===== src/mbd_pkg.sv =====
// ----------------------------------------------------------------------------
// mbd_pkg: shared definitions for the binary mask square dilation block
// Field widths, register map, reset values, sequencer states and the
// configuration bundle handed from the register file to the core.
// ----------------------------------------------------------------------------
package mbd_pkg;

	localparam int DEF_MAX_WIDTH  = 1024;
	localparam int DEF_MAX_HEIGHT = 1024;
	localparam int DEF_MAX_RADIUS = 7;

	localparam int CFG_DIM_W = 11;
	localparam int CFG_RAD_W = 3;
	localparam int COL_W     = 10;
	localparam int ROW_W     = 10;

	localparam int APB_ADDR_W = 4;
	localparam int APB_DATA_W = 32;

	localparam logic [1:0] REG_FRAME_WIDTH   = 2'd0;
	localparam logic [1:0] REG_FRAME_HEIGHT  = 2'd1;
	localparam logic [1:0] REG_DILATE_RADIUS = 2'd2;

	localparam logic [CFG_DIM_W-1:0] RST_FRAME_WIDTH   = 11'd1024;
	localparam logic [CFG_DIM_W-1:0] RST_FRAME_HEIGHT  = 11'd1024;
	localparam logic [CFG_RAD_W-1:0] RST_DILATE_RADIUS = 3'd1;

	typedef enum logic [2:0] {
		ST_IDLE,
		ST_FLUSH,
		ST_CHECK,
		ST_READ,
		ST_TAIL,
		ST_EMIT
	} state_t;

	typedef struct packed {
		logic [CFG_DIM_W-1:0] frame_width;
		logic [CFG_DIM_W-1:0] frame_height;
		logic [CFG_RAD_W-1:0] dilate_radius;
		logic                 restart;
	} cfg_t;

endpackage


===== src/mbd_cfg.sv =====
// ----------------------------------------------------------------------------
// mbd_cfg: configuration register file
// APB-style write and read of frame width, frame height and radius; a write
// to a known register raises a restart strobe for the core.
// ----------------------------------------------------------------------------
module mbd_cfg
	import mbd_pkg::*;
(
	input  logic                  clk,
	input  logic                  arst_n,
	input  logic                  psel,
	input  logic                  penable,
	input  logic                  pwrite,
	input  logic [APB_ADDR_W-1:0] paddr,
	input  logic [APB_DATA_W-1:0] pwdata,
	output logic [APB_DATA_W-1:0] prdata,
	output logic                  pready,
	output cfg_t                  cfg
);

	logic [CFG_DIM_W-1:0] frame_width_q;
	logic [CFG_DIM_W-1:0] frame_height_q;
	logic [CFG_RAD_W-1:0] dilate_radius_q;
	logic [1:0]           reg_idx;
	logic                 wr_en;

	assign pready  = 1'b1;
	assign reg_idx = paddr[3:2];
	assign wr_en   = psel && penable && pwrite;

	always_ff @(posedge clk or negedge arst_n) begin
		if (!arst_n) begin
			frame_width_q   <= RST_FRAME_WIDTH;
			frame_height_q  <= RST_FRAME_HEIGHT;
			dilate_radius_q <= RST_DILATE_RADIUS;
		end else if (wr_en) begin
			case (reg_idx)
				REG_FRAME_WIDTH:   frame_width_q   <= pwdata[CFG_DIM_W-1:0];
				REG_FRAME_HEIGHT:  frame_height_q  <= pwdata[CFG_DIM_W-1:0];
				REG_DILATE_RADIUS: dilate_radius_q <= pwdata[CFG_RAD_W-1:0];
				default: ;
			endcase
		end
	end

	always_comb begin
		case (reg_idx)
			REG_FRAME_WIDTH:   prdata = APB_DATA_W'(frame_width_q);
			REG_FRAME_HEIGHT:  prdata = APB_DATA_W'(frame_height_q);
			REG_DILATE_RADIUS: prdata = APB_DATA_W'(dilate_radius_q);
			default:           prdata = '0;
		endcase
	end

	assign cfg.frame_width   = frame_width_q;
	assign cfg.frame_height  = frame_height_q;
	assign cfg.dilate_radius = dilate_radius_q;
	assign cfg.restart       = wr_en && (reg_idx == REG_FRAME_WIDTH ||
		reg_idx == REG_FRAME_HEIGHT || reg_idx == REG_DILATE_RADIUS);

endmodule


===== config.mk =====
export PLATFORM = sky130hd
export DESIGN_NAME = mbd_cfg
export DESIGN_NICKNAME = d
export VERILOG_FILES = /design/src/mbd_pkg.sv /design/src/mbd_cfg.sv
export SDC_FILE = /design/constraint.sdc
export NUM_CORES = 1
export LEC_CHECK = 0
export ABC_AREA = 1
export BUFFER_PORTS_ARGS = -buffer_cell sky130_fd_sc_hd__buf_2
export CORE_UTILIZATION = 36
export DETAILED_ROUTE_END_ITERATION = 10
export HOLD_SLACK_MARGIN = 0.05
export PLACE_DENSITY = 0.75
export REMOVE_ABC_BUFFERS = 1
export SLEW_MARGIN = 10
export SYNTH_ARGS = -nofsm -noshare
export SYNTH_HDL_FRONTEND = slang
export SYNTH_SLANG_ARGS = --single-unit

===== constraint.sdc =====
create_clock -name clk -period 0.9 [get_ports clk]
set_clock_uncertainty 0.2 [all_clocks]
set_input_delay 0.225 -clock clk [delete_from_list [all_inputs] [get_ports clk]]
set_output_delay 0.225 -clock clk [all_outputs]
set_load 0.01 [all_outputs]

==> insert_results.sql, run 1 <==
INSERT INTO impl_metrics (metric_group, metric, value, unit) VALUES
('logic_synthesis', 'yosys_warnings', '0', ''),
('timing', 'setup_repair_after_global_routing_missed_its_margin', 'yes', ''),
('placement', 'cells_after_dpl', '292', ''),
('hold_path', 'worstHoldEndpoint', 'frame_height_q[10]', ''),
('layout', 'area.growth.synth_to_final', '57.52', '%'),
('routing', 'num_vias', '1356', ''),
('logic_synthesis', 'synth.lib_cells_used.distinct', '14', ''),
('clock_network', 'clock_path_buffers', '2', ''),
('layout', 'postLayoutCellArea', '0.002148', 'sq mm'),
('placement', 'port-buffer-count', '54', ''),
('clock_network', 'clock_insertion_delay_worst_skew', '0.26', 'ns'),
('status', 'run_status', 'finished, violations left', ''),
('power', 'ir_worst_vdd', '833.2', 'uV'),
('routing', 'wl_per_cell', '11.46', 'um'),
('setup_path', 'critPathMaxStageDelay', '0.55', 'ns'),
('grt', 'global_route.usage.met1', '0.2007', ''),
('logic_synthesis', 'synth_area_per_cell', '7.372', 'sq um'),
('layout', 'nNetsFinal', '310', ''),
('floorplan', 'io-pin-count', '100', ''),
('timing', 'fin_ws', '-0.5728', 'ns'),
('logic_synthesis', 'syn_inst_count', '185', ''),
('timing', 'number_of_pins_with_negative_max_slew_slack_in_the_final_report', '0', ''),
('power', 'power_leakage', '1.252', 'nW'),
('setup_path', 'timing.critical_path.buf_inv', '1', ''),
('placement', 'placed_area', '0.001674', 'sq mm'),
('placement', 'hpwl', '2393', 'um'),
('clock_network', 'post_cts_hold_buffer_count', '1', ''),
('placement', 'final_gp_congestion', '0.7744', ''),
('grt', 'grt_max_degree', '26', ''),
('setup_path', 'critPathCaptureType', 'output port', ''),
('routing', 'remaining_drc_errors', '0', ''),
('timing', 'fin_hold_ws', '-0.03197', 'ns'),
('clock_network', 'clock_tree_from_tritoncts', 'done', ''),
('timing', 'fraction_of_the_cycle_the_final_worst_path_needs', '1.636', ''),
('floorplan', 'placementRows', '21', ''),
('power', 'power_per_cell_area', '1710', 'mW/mm^2'),
('routing', 'detail_route.vias_per_cell', '4.318', ''),
('setup_path', 'crit_path_frequent_cell', 'sky130_fd_sc_hd__nand2_1', ''),
('setup_path', 'r2r_cells', '4', ''),
('hold_path', 'min-delay-start', 'pwdata[10]', ''),
('timing', 'setup_violations', '62', ''),
('routing', 'detailedRoute.firstIterationViolations', '39', ''),
('grt', 'grt_overflow_total', '0', ''),
('logic_synthesis', 'synth_sequential_area_ratio', '0.4615', ''),
('clock_network', 'clkSinkCount', '25', ''),
('grt', 'grt_most_used_layer', 'met2', ''),
('layout', 'drive_gt1_frac', '0.4552', ''),
('status', 'violations', 'hold timing, setup timing', ''),
('routing', 'drt-total-wl', '3600', 'um'),
('grt', 'global_route_track_usage_on_met3', '0.02899', ''),
('clock_network', 'cts.clk_slew.worst_paths', '0.09', 'ns'),
('timing', 'final.setup.tns', '-19.14', 'ns'),
('setup_path', 'regToRegEndpoint', 'frame_height_q[0]', ''),
('layout', 'insertedDiodeCount', '0', ''),
('setup_path', 'worst-endpoint-arrival', '1.05', 'ns'),
('grt', 'grtUsageTotal', '0.1667', ''),
('hold_path', 'hold_path.class', 'in -> reg', ''),
('grt', 'antenna_violations_before_repair', '0', ''),
('clock_network', 'cts_made_buffers', '3', ''),
('grt', 'grt.met2_usage', '0.3019', ''),
('setup_path', 'critical_path_peak_fanout', '3', ''),
('setup_path', 'cp-start-kind', 'register', ''),
('timing', 'finalHoldViolations', '16', ''),
('setup_path', 'timing.critical_path.max_delay_family', 'flip-flops', ''),
('floorplan', 'fp.dieArea', '0.004039', 'sq mm'),
('clock_network', 'htree_levels', '1', ''),
('floorplan', 'core_area', '0.003468', 'sq mm'),
('setup_path', 'critical-path-slowest-cell', 'sky130_fd_sc_hd__dfstp_2', ''),
('floorplan', 'initial_core_util', '0.3932', ''),
('clock_network', 'clk_root_buffer_cell', 'sky130_fd_sc_hd__clkbuf_8', ''),
('floorplan', 'die_outline_width', '63.55', 'um');
area by class of cell:
type	instances	area (sq um)
clock buffer	3	41.29
multi-input combinational	147	668.1
timing repair buffer	87	710.7
sequential	25	629.4
fill	318	1320
clock inverter	1	5.005
inverter	5	36.28
tap	46	57.56
synth_stat cells:
master | number | area, sq um
sky130_fd_sc_hd__nand3_1 | 3 | 15.01
sky130_fd_sc_hd__nand3_2 | 1 | 10.01
sky130_fd_sc_hd__nand2_2 | 2 | 12.51
sky130_fd_sc_hd__buf_4 | 26 | 195.2
sky130_fd_sc_hd__buf_6 | 2 | 22.52
sky130_fd_sc_hd__dfstp_2 | 3 | 78.83
sky130_fd_sc_hd__inv_1 | 3 | 11.26
sky130_fd_sc_hd__nor2_2 | 2 | 12.51
sky130_fd_sc_hd__inv_2 | 2 | 7.510
sky130_fd_sc_hd__a21oi_1 | 1 | 5.000
sky130_fd_sc_hd__nor2_1 | 3 | 11.26
sky130_fd_sc_hd__nand2_1 | 113 | 424.2
sky130_fd_sc_hd__conb_1 | 2 | 7.510
sky130_fd_sc_hd__dfrtp_1 | 22 | 550.5
worst max-delay path by stage:
| stage | from | to | slack [ns] | depth (start not counted) |
|---|---|---|---|---|
| after floorplan | paddr[3] | frame_width_q[0] | -0.49 | 4 |
| after global placement | paddr[3] | prdata[0] | -0.47 | 7 |
| after detailed placement | paddr[3] | prdata[0] | -0.48 | 7 |
| after CTS | dilate_radius_q[0] | prdata[0] | -0.59 | 3 |
| after global routing | dilate_radius_q[0] | prdata[0] | -0.62 | 3 |
| final | frame_height_q[10] | prdata[10] | -0.57 | 3 |
worst reg2reg max path, stage by stage (launching register included):
cell and delay (ns):
sky130_fd_sc_hd__dfrtp_1 0.40, sky130_fd_sc_hd__buf_4 0.14, sky130_fd_sc_hd__buf_4 0.12, sky130_fd_sc_hd__nand2_1 0.05, sky130_fd_sc_hd__nand2_1 0.05
logic make-up (layout without fill, tap and decap cells):
group / after synthesis / count (layout) / synth area share
compound gates: 1 / 1 / 0.003666
buf+inv: 33 / 96 / 0.1734
flops: 25 / 25 / 0.4615
other cells: 2 / 22 / 0.005507
simple gates: 124 / 124 / 0.3560
sequential cells by signal, summed over array words and instances (netlist names):
name	flops
dilate_radius_q	3
frame_height_q	11
frame_width_q	11
metal layers:
metal  vias to the layer above  part of all wire  wire length [um]
met1                       631              0.43              1532
met2                        52              0.52              1871
li1                        671                 -                 -
met5                         -                 0                 0
met3                         2             0.049               176
met4                         0            0.0053                19
layout by cell type (no fill, tap or decap), types with 3 or more instances in the layout:
master / netlist / routed
sky130_fd_sc_hd__buf_2: 0 / 39
sky130_fd_sc_hd__buf_4: 26 / 13
sky130_fd_sc_hd__buf_6: 2 / 30
sky130_fd_sc_hd__clkbuf_8: 0 / 3
sky130_fd_sc_hd__conb_1: 2 / 22
sky130_fd_sc_hd__dfrtp_1: 22 / 22
sky130_fd_sc_hd__dfstp_2: 3 / 3
sky130_fd_sc_hd__nand2_1: 113 / 94
sky130_fd_sc_hd__nand2_2: 2 / 18
sky130_fd_sc_hd__nand3_1: 3 / 3
power breakdown:
part | switching [mW] | internal, mW | total [mW]
clock | 0.356 | 0.309 | 0.665
combinational | 0.669 | 0.784 | 1.45
sequential | 0.183 | 1.37 | 1.56
total | 1.21 | 2.47 | 3.67
what timing repair did:
item	in CTS	in global routing
pin swaps	19	26
endpoints found under the hold margin	50	25
setup endpoints to repair	60	62
gates resized for setup	18	61
setup buffers	6	11
per-stage QoR:
step | setup slack, ns | util
6_report | -0.5728 | 0.6194
5_1_grt | -0.6218 | 0.6194
3_5_place_dp | -0.4810 | 0.4827
2_1_floorplan | -0.4879 | -
3_3_place_gp | -0.4687 | 0.4827
4_1_cts | -0.5885 | 0.5357
No activity file was read; power rests on OpenSTA's default activity.
==> run 2: changes to the inputs <==
--- a/config.mk
+++ b/config.mk
@@ -6,11 +6,12 @@
 export NUM_CORES = 1
 export LEC_CHECK = 0
 export ABC_AREA = 1
-export BUFFER_PORTS_ARGS = -buffer_cell sky130_fd_sc_hd__buf_2
-export CORE_UTILIZATION = 36
+export CORE_UTILIZATION = 55
+export CTS_CLUSTER_DIAMETER = 40
 export DETAILED_ROUTE_END_ITERATION = 10
+export DONT_BUFFER_PORTS = 1
 export HOLD_SLACK_MARGIN = 0.05
-export PLACE_DENSITY = 0.75
+export PLACE_DENSITY = 0.73
 export REMOVE_ABC_BUFFERS = 1
 export SLEW_MARGIN = 10
 export SYNTH_ARGS = -nofsm -noshare
==> run 2 against run 1 <==
The flow still finishes with violations (hold timing, setup timing). Design area is 11% lower. Global-route usage is 12 points higher. Worst setup slack better by 0.037 ns. Register-to-register slack better by 0.03 ns. Clock power is 25% lower. Worst hold slack worse by 0.58 ns. Non-clock buffer count is 40 lower. Sequential share of layout area is 3.6 points higher. Largest power group unchanged.
==> insert_results.sql, run 2 (same netlist as run 1, synthesis figures left out) <==
INSERT INTO impl_metrics (metric_group, metric, value, unit) VALUES
('power', 'overall_power_of_the_completed_layout', '3.404', 'mW'),
('routing', 'detailedRoute.firstIterationViolations', '40', ''),
('routing', 'remaining_drc_errors', '0', ''),
('status', 'violations', 'hold timing, setup timing', ''),
('placement', 'hpwl', '2408', 'um'),
('setup_path', 'worst-endpoint-required', '0.47', 'ns'),
('setup_path', 'worst_flop_to_flop_path_startpoint', 'dilate_radius_q[0]', ''),
('clock_network', 'clkSinkCount', '25', ''),
('hold_path', 'hold_path.class', 'in -> async', ''),
('setup_path', 'r2r_cells', '3', ''),
('layout', 'nNetsFinal', '270', ''),
('clock_network', 'cts_made_buffers', '3', ''),
('grt', 'global_route_track_usage_on_met3', '0.05848', ''),
('floorplan', 'die_outline_width', '51.80', 'um'),
('clock_network', 'clock_path_buffers', '2', ''),
('setup_path', 'critical_path_peak_fanout', '2', ''),
('floorplan', 'io-pin-count', '100', ''),
('grt', 'grt_pass1_wl', '5526', 'um'),
('grt', 'antenna_violations_before_repair', '0', ''),
('power', 'ir_worst_vdd', '1365', 'uV'),
('clock_network', 'clock_insertion_delay_worst_skew', '0.31', 'ns'),
('floorplan', 'fp.dieArea', '0.002683', 'sq mm'),
('routing', 'drt-total-wl', '3947', 'um'),
('floorplan', 'initial_core_util', '0.5992', ''),
('timing', 'fin_hold_ws', '-0.6158', 'ns'),
('routing', 'num_vias', '1329', ''),
('timing', 'fin_ws', '-0.5360', 'ns'),
('clock_network', 'htree_levels', '1', ''),
('timing', 'layout_min_cycle_time', '1.436', 'ns'),
('clock_network', 'clock_tree_from_tritoncts', 'done', ''),
('layout', 'drive_gt1_frac', '0.3860', ''),
('timing', 'number_of_pins_with_negative_max_slew_slack_in_the_final_report', '0', ''),
('placement', 'preCtsSetupSlack', '-0.3088', 'ns'),
('setup_path', 'cp-start-kind', 'register', ''),
('placement', 'final_gp_congestion', '0.7464', ''),
('timing', 'finalHoldViolations', '28', ''),
('grt', 'grt_max_degree', '26', ''),
('floorplan', 'die_h', '51.80', 'um'),
('layout', 'insertedDiodeCount', '0', ''),
('status', 'run_status', 'finished, violations left', ''),
('power', 'power_leakage', '1.049', 'nW'),
('clock_network', 'cts.clk_slew.worst_paths', '0.13', 'ns'),
('setup_path', 'worst-endpoint-arrival', '1.01', 'ns'),
('routing', 'ant_nets', '0', ''),
('layout', 'largest_registers', 'frame_height_q x11, frame_width_q x11, dilate_radius_q x3', ''),
('timing', 'max_clock_freq', '0.6964', 'GHz'),
('timing', 'fraction_of_the_cycle_the_final_worst_path_needs', '1.596', ''),
('grt', 'grt_most_used_layer', 'met2', ''),
('routing', 'detail_route.vias_per_cell', '5.191', ''),
('layout', 'area.growth.synth_to_final', '40.46', '%'),
('routing', 'drt_pre_antenna_iters', '4', ''),
('grt', 'grt_overflow_total', '0', ''),
('setup_path', 'crit_type', 'reg -> out', ''),
('placement', 'port-buffer-count', '0', ''),
('floorplan', 'placementRows', '17', ''),
('floorplan', 'core_area', '0.002276', 'sq mm'),
('routing', 'wl_per_cell', '15.42', 'um'),
('grt', 'global_route.usage.met1', '0.3333', ''),
('clock_network', 'post_cts_hold_buffer_count', '11', ''),
('clock_network', 'clk_root_buffer_cell', 'sky130_fd_sc_hd__clkbuf_4', ''),
('power', 'power_per_cell_area', '1777', 'mW/mm^2'),
('setup_path', 'regToRegEndpoint', 'dilate_radius_q[0]', ''),
('job', 'cap_violations', '0', ''),
('timing', 'setup_repair_after_global_routing_missed_its_margin', 'yes', ''),
('timing', 'setup_violations', '58', ''),
('layout', 'most-common-layout-cells', '78 x sky130_fd_sc_hd__nand2_1, 34 x sky130_fd_sc_hd__nand2_2, 25 x sky130_fd_sc_hd__buf_6', ''),
('grt', 'number_of_global_route_vias_before_repair', '1254', ''),
('setup_path', 'critPathCaptureType', 'output port', ''),
('grt', 'grtUsageTotal', '0.2848', ''),
('grt', 'grt.met2_usage', '0.5000', ''),
('setup_path', 'r2r_slack', '-0.14', 'ns'),
('layout', 'most_common_library_cell_in_the_layout_ignoring_fill_and_taps', 'sky130_fd_sc_hd__nand2_1', '');
-- run 2: what timing repair did --
action / CTS / global route
setup buffers: 2 / 0
gates resized for setup: 48 / 27
pin swaps: 20 / 14
endpoints found under the setup margin: 57 / 61
endpoints found under the hold margin: 50 / 28
-- run 2: layer usage --
layer  share of wire  wire, um
met2            0.53      2105
met5               0         0
met4           0.017        68
met3           0.078       308
met1            0.37      1464
-- run 2: area by class of cell --
class	instances	area, sq um
Clock buffer	4	26.28
Fill cell	130	360.3
Inverter	5	20.02
Multi-Input combinational cell	147	723.2
Sequential cell	25	629.4
Tap cell	28	35.03
Timing Repair Buffer	47	481.7
-- run 2: where the power goes --
part	internal (mW)	switching, mW
Combinational	0.669	0.671
Clock	0.173	0.327
Sequential	1.37	0.191
-- run 2: how the worst max path moves through the flow --
stage	start	endpoint	slack, ns	depth (start not counted)
after floorplan	paddr[3]	frame_width_q[0]	-0.49	4
after global placement	paddr[3]	prdata[2]	-0.33	4
after detailed placement	paddr[3]	prdata[2]	-0.31	4
after CTS	frame_height_q[10]	prdata[10]	-0.54	2
after global routing	frame_height_q[10]	prdata[10]	-0.59	2
final	frame_height_q[10]	prdata[10]	-0.54	2
-- run 2: worst max-delay path: stages (launching register included) --
cell and delay (ns):
sky130_fd_sc_hd__dfstp_2 0.56, sky130_fd_sc_hd__nand2_2 0.05, sky130_fd_sc_hd__nand2_2 0.08
-- run 2: per-stage QoR --
stage               utilization  cell area [sq um]  instances  TNS [ns]  hold slack [ns]
floorplan                     -               1221        177    -10.79          -0.2706
global route             0.8417               1916        256    -18.30          -0.6358
detailed placement       0.6674               1519        240    -10.08          -0.2702
global placement         0.6674               1519        240    -9.009          -0.2700
CTS                      0.8015               1824        256    -16.10          -0.6202
finish                   0.8417               1916        256    -16.66          -0.6158
==> run 3: changes to the inputs <==
--- a/config.mk
+++ b/config.mk
@@ -12,7 +12,6 @@
 export DONT_BUFFER_PORTS = 1
 export HOLD_SLACK_MARGIN = 0.05
 export PLACE_DENSITY = 0.73
-export REMOVE_ABC_BUFFERS = 1
 export SLEW_MARGIN = 10
 export SYNTH_ARGS = -nofsm -noshare
 export SYNTH_HDL_FRONTEND = slang
==> run 3 against run 2 <==
The flow still finishes with violations (hold timing, setup timing). Worst hold slack worse by 0.018 ns. Sequential share of layout area down 1.2 points. First-iteration DRC count up 28%. Count of clock-buffer cells in the layout down 1. Core utilization up 3.2 points. Sequential power up 3%. Largest power group unchanged. Wire length down 7.4%. Combinational power about the same.
==> insert_results.sql, run 3 (same netlist as run 1, synthesis figures left out) <==
INSERT INTO impl_metrics (metric_group, metric, value, unit) VALUES
('floorplan', 'die_h', '51.80', 'um'),
('setup_path', 'worst_flop_to_flop_path_startpoint', 'frame_width_q[10]', ''),
('placement', 'port-buffer-count', '0', ''),
('setup_path', 'timing.critical_path.buf_inv', '0', ''),
('floorplan', 'io-pin-count', '100', ''),
('power', 'power_per_cell_area', '1728', 'mW/mm^2'),
('timing', 'layout_min_cycle_time', '1.452', 'ns'),
('setup_path', 'worst-endpoint-arrival', '1.03', 'ns'),
('setup_path', 'r2r_slack', '-0.14', 'ns'),
('timing', 'setup_violations', '54', ''),
('job', 'cap_violations', '0', ''),
('layout', 'nNetsFinal', '274', ''),
('clock_network', 'clock_insertion_delay_worst_skew', '0.32', 'ns'),
('floorplan', 'die_outline_width', '51.80', 'um'),
('setup_path', 'path_cells', 'nand2_2 > nand3_4', ''),
('routing', 'wl_per_cell', '14.05', 'um'),
('grt', 'number_of_global_route_vias_before_repair', '1263', ''),
('timing', 'setup_repair_after_global_routing_missed_its_margin', 'yes', ''),
('setup_path', 'timing.critical_path.max_delay_family', 'flip-flops', ''),
('routing', 'num_vias', '1329', ''),
('grt', 'grt_max_degree', '26', ''),
('clock_network', 'cts_made_buffers', '3', ''),
('placement', 'placed_area', '0.001667', 'sq mm'),
('setup_path', 'cp_num_cells', '2', ''),
('power', 'overall_power_of_the_completed_layout', '3.437', 'mW'),
('layout', 'layoutNonFillerInstCount', '260', ''),
('placement', 'hpwl', '2349', 'um'),
('timing', 'number_of_pins_with_negative_max_slew_slack_in_the_final_report', '0', ''),
('layout', 'largest_registers', 'frame_height_q x11, frame_width_q x11, dilate_radius_q x3', ''),
('status', 'violations', 'hold timing, setup timing', ''),
('clock_network', 'clock_path_buffers', '2', ''),
('floorplan', 'initial_core_util', '0.5992', ''),
('grt', 'grtUsageTotal', '0.2860', ''),
('routing', 'detail_route.vias_per_cell', '5.112', ''),
('clock_network', 'htree_levels', '1', ''),
('layout', 'finalCoreUtilization', '0.8741', ''),
('setup_path', 'critical-path-slowest-cell', 'sky130_fd_sc_hd__dfstp_2', ''),
('routing', 'drt-total-wl', '3653', 'um'),
('clock_network', 'clk_root_buffer_cell', 'sky130_fd_sc_hd__clkbuf_4', ''),
('layout', 'drive_gt1_frac', '0.4095', ''),
('power', 'ir_worst_vdd', '1347', 'uV'),
('setup_path', 'worst_setup_path_startpoint', 'dilate_radius_q[0]', ''),
('placement', 'final_gp_congestion', '0.7646', ''),
('placement', 'cells_after_dpl', '240', ''),
('routing', 'ant_nets', '0', ''),
('power', 'power_leakage', '1.074', 'nW'),
('setup_path', 'worst-endpoint-required', '0.47', 'ns'),
('clock_network', 'clock_tree_from_tritoncts', 'done', ''),
('layout', 'most-common-layout-cells', '79 x sky130_fd_sc_hd__nand2_1, 34 x sky130_fd_sc_hd__nand2_2, 24 x sky130_fd_sc_hd__buf_6', ''),
('setup_path', 'crit_type', 'reg -> out', ''),
('layout', 'area.growth.synth_to_final', '45.87', '%'),
('timing', 'fin_ws', '-0.5517', 'ns'),
('clock_network', 'clkSinkCount', '25', ''),
('setup_path', 'critPathCaptureType', 'output port', ''),
('setup_path', 'regToRegEndpoint', 'frame_width_q[10]', ''),
('setup_path', 'critPathMaxStageDelay', '0.56', 'ns'),
('floorplan', 'placementRows', '17', ''),
('grt', 'grt_pass1_wl', '5547', 'um'),
('grt', 'antenna_violations_before_repair', '0', ''),
('setup_path', 'crit_end', 'prdata[0]', ''),
('clock_network', 'post_cts_hold_buffer_count', '11', ''),
('placement', 'preCtsSetupSlack', '-0.2319', 'ns'),
('layout', 'most_common_library_cell_in_the_layout_ignoring_fill_and_taps', 'sky130_fd_sc_hd__nand2_1', ''),
('hold_path', 'hold_path.class', 'in -> async', ''),
('timing', 'fin_hold_ws', '-0.6337', 'ns'),
('grt', 'grt_overflow_total', '0', ''),
('setup_path', 'cp-start-kind', 'register', ''),
('timing', 'finalHoldViolations', '29', ''),
('timing', 'fraction_of_the_cycle_the_final_worst_path_needs', '1.613', ''),
('setup_path', 'critical_path_peak_fanout', '2', ''),
('floorplan', 'fp.dieArea', '0.002683', 'sq mm'),
('layout', 'postLayoutCellArea', '0.001989', 'sq mm'),
('timing', 'max_clock_freq', '0.6889', 'GHz'),
('routing', 'remaining_drc_errors', '0', ''),
('clock_network', 'cts.clk_slew.worst_paths', '0.14', 'ns'),
('status', 'run_status', 'finished, violations left', ''),
('floorplan', 'core_area', '0.002276', 'sq mm'),
('routing', 'drt_pre_antenna_iters', '4', ''),
('routing', 'detailedRoute.firstIterationViolations', '51', ''),
('setup_path', 'r2r_cells', '3', ''),
('layout', 'insertedDiodeCount', '0', '');
[run 3: timing repair]
item	CTS	global route
gates resized for setup	30	12
hold endpoints to repair	50	30
pin swaps	23	8
setup endpoints to repair	48	55
buffers inserted	2	3
[run 3: layer usage]
layer,wire length (um),track usage,vias up,part of all wire
li1,-,-,608,-
met1,1287,0.3270,617,0.35
met2,1947,0.5390,89,0.53
met3,320,0.04971,15,0.088
met4,98,0.08108,0,0.027
met5,0,0,-,0
[run 3: area by class of cell]
| type | instances | area [sq um] |
|---|---|---|
| Multi-Input combinational cell | 147 | 733.2 |
| Clock inverter | 1 | 7.507 |
| Inverter | 5 | 33.78 |
| Fill cell | 119 | 286.5 |
| Timing Repair Buffer | 51 | 528.0 |
| Clock buffer | 3 | 22.52 |
| Tap cell | 28 | 35.03 |
| Sequential cell | 25 | 629.4 |
[run 3: report_power, final]
group,switching (mW),internal [mW]
logic,0.614,0.699
clock network,0.358,0.170
registers,0.225,1.37
total,1.20,2.24
[run 3: through the flow]
step | hold WS, ns | TNS (ns)
floorplan | -0.2706 | -3.245
global placement | -0.2700 | -6.923
detailed placement | -0.2700 | -7.419
CTS | -0.6410 | -16.63
global route | -0.6561 | -18.52
finish | -0.6337 | -17.01
[run 3: worst register-to-register path, cell delays in order, from the launching register on]
cell and delay, ns:
sky130_fd_sc_hd__dfstp_2 0.56, sky130_fd_sc_hd__buf_4 0.12, sky130_fd_sc_hd__nand2_1 0.05, sky130_fd_sc_hd__nand2_1 0.07
[run 3: worst min-delay path by stage]
| stage | from | to | slack (ns) | cells after the start |
|---|---|---|---|---|
| final | arst_n | frame_height_q[7] | -0.63 | 0 |
| after global routing | arst_n | frame_height_q[7] | -0.66 | 0 |
| after CTS | arst_n | frame_width_q[7] | -0.64 | 0 |
| after detailed placement | arst_n | frame_width_q[8] | -0.27 | 0 |
| after global placement | arst_n | frame_width_q[8] | -0.27 | 0 |
| after floorplan | arst_n | dilate_radius_q[1] | -0.27 | 0 |
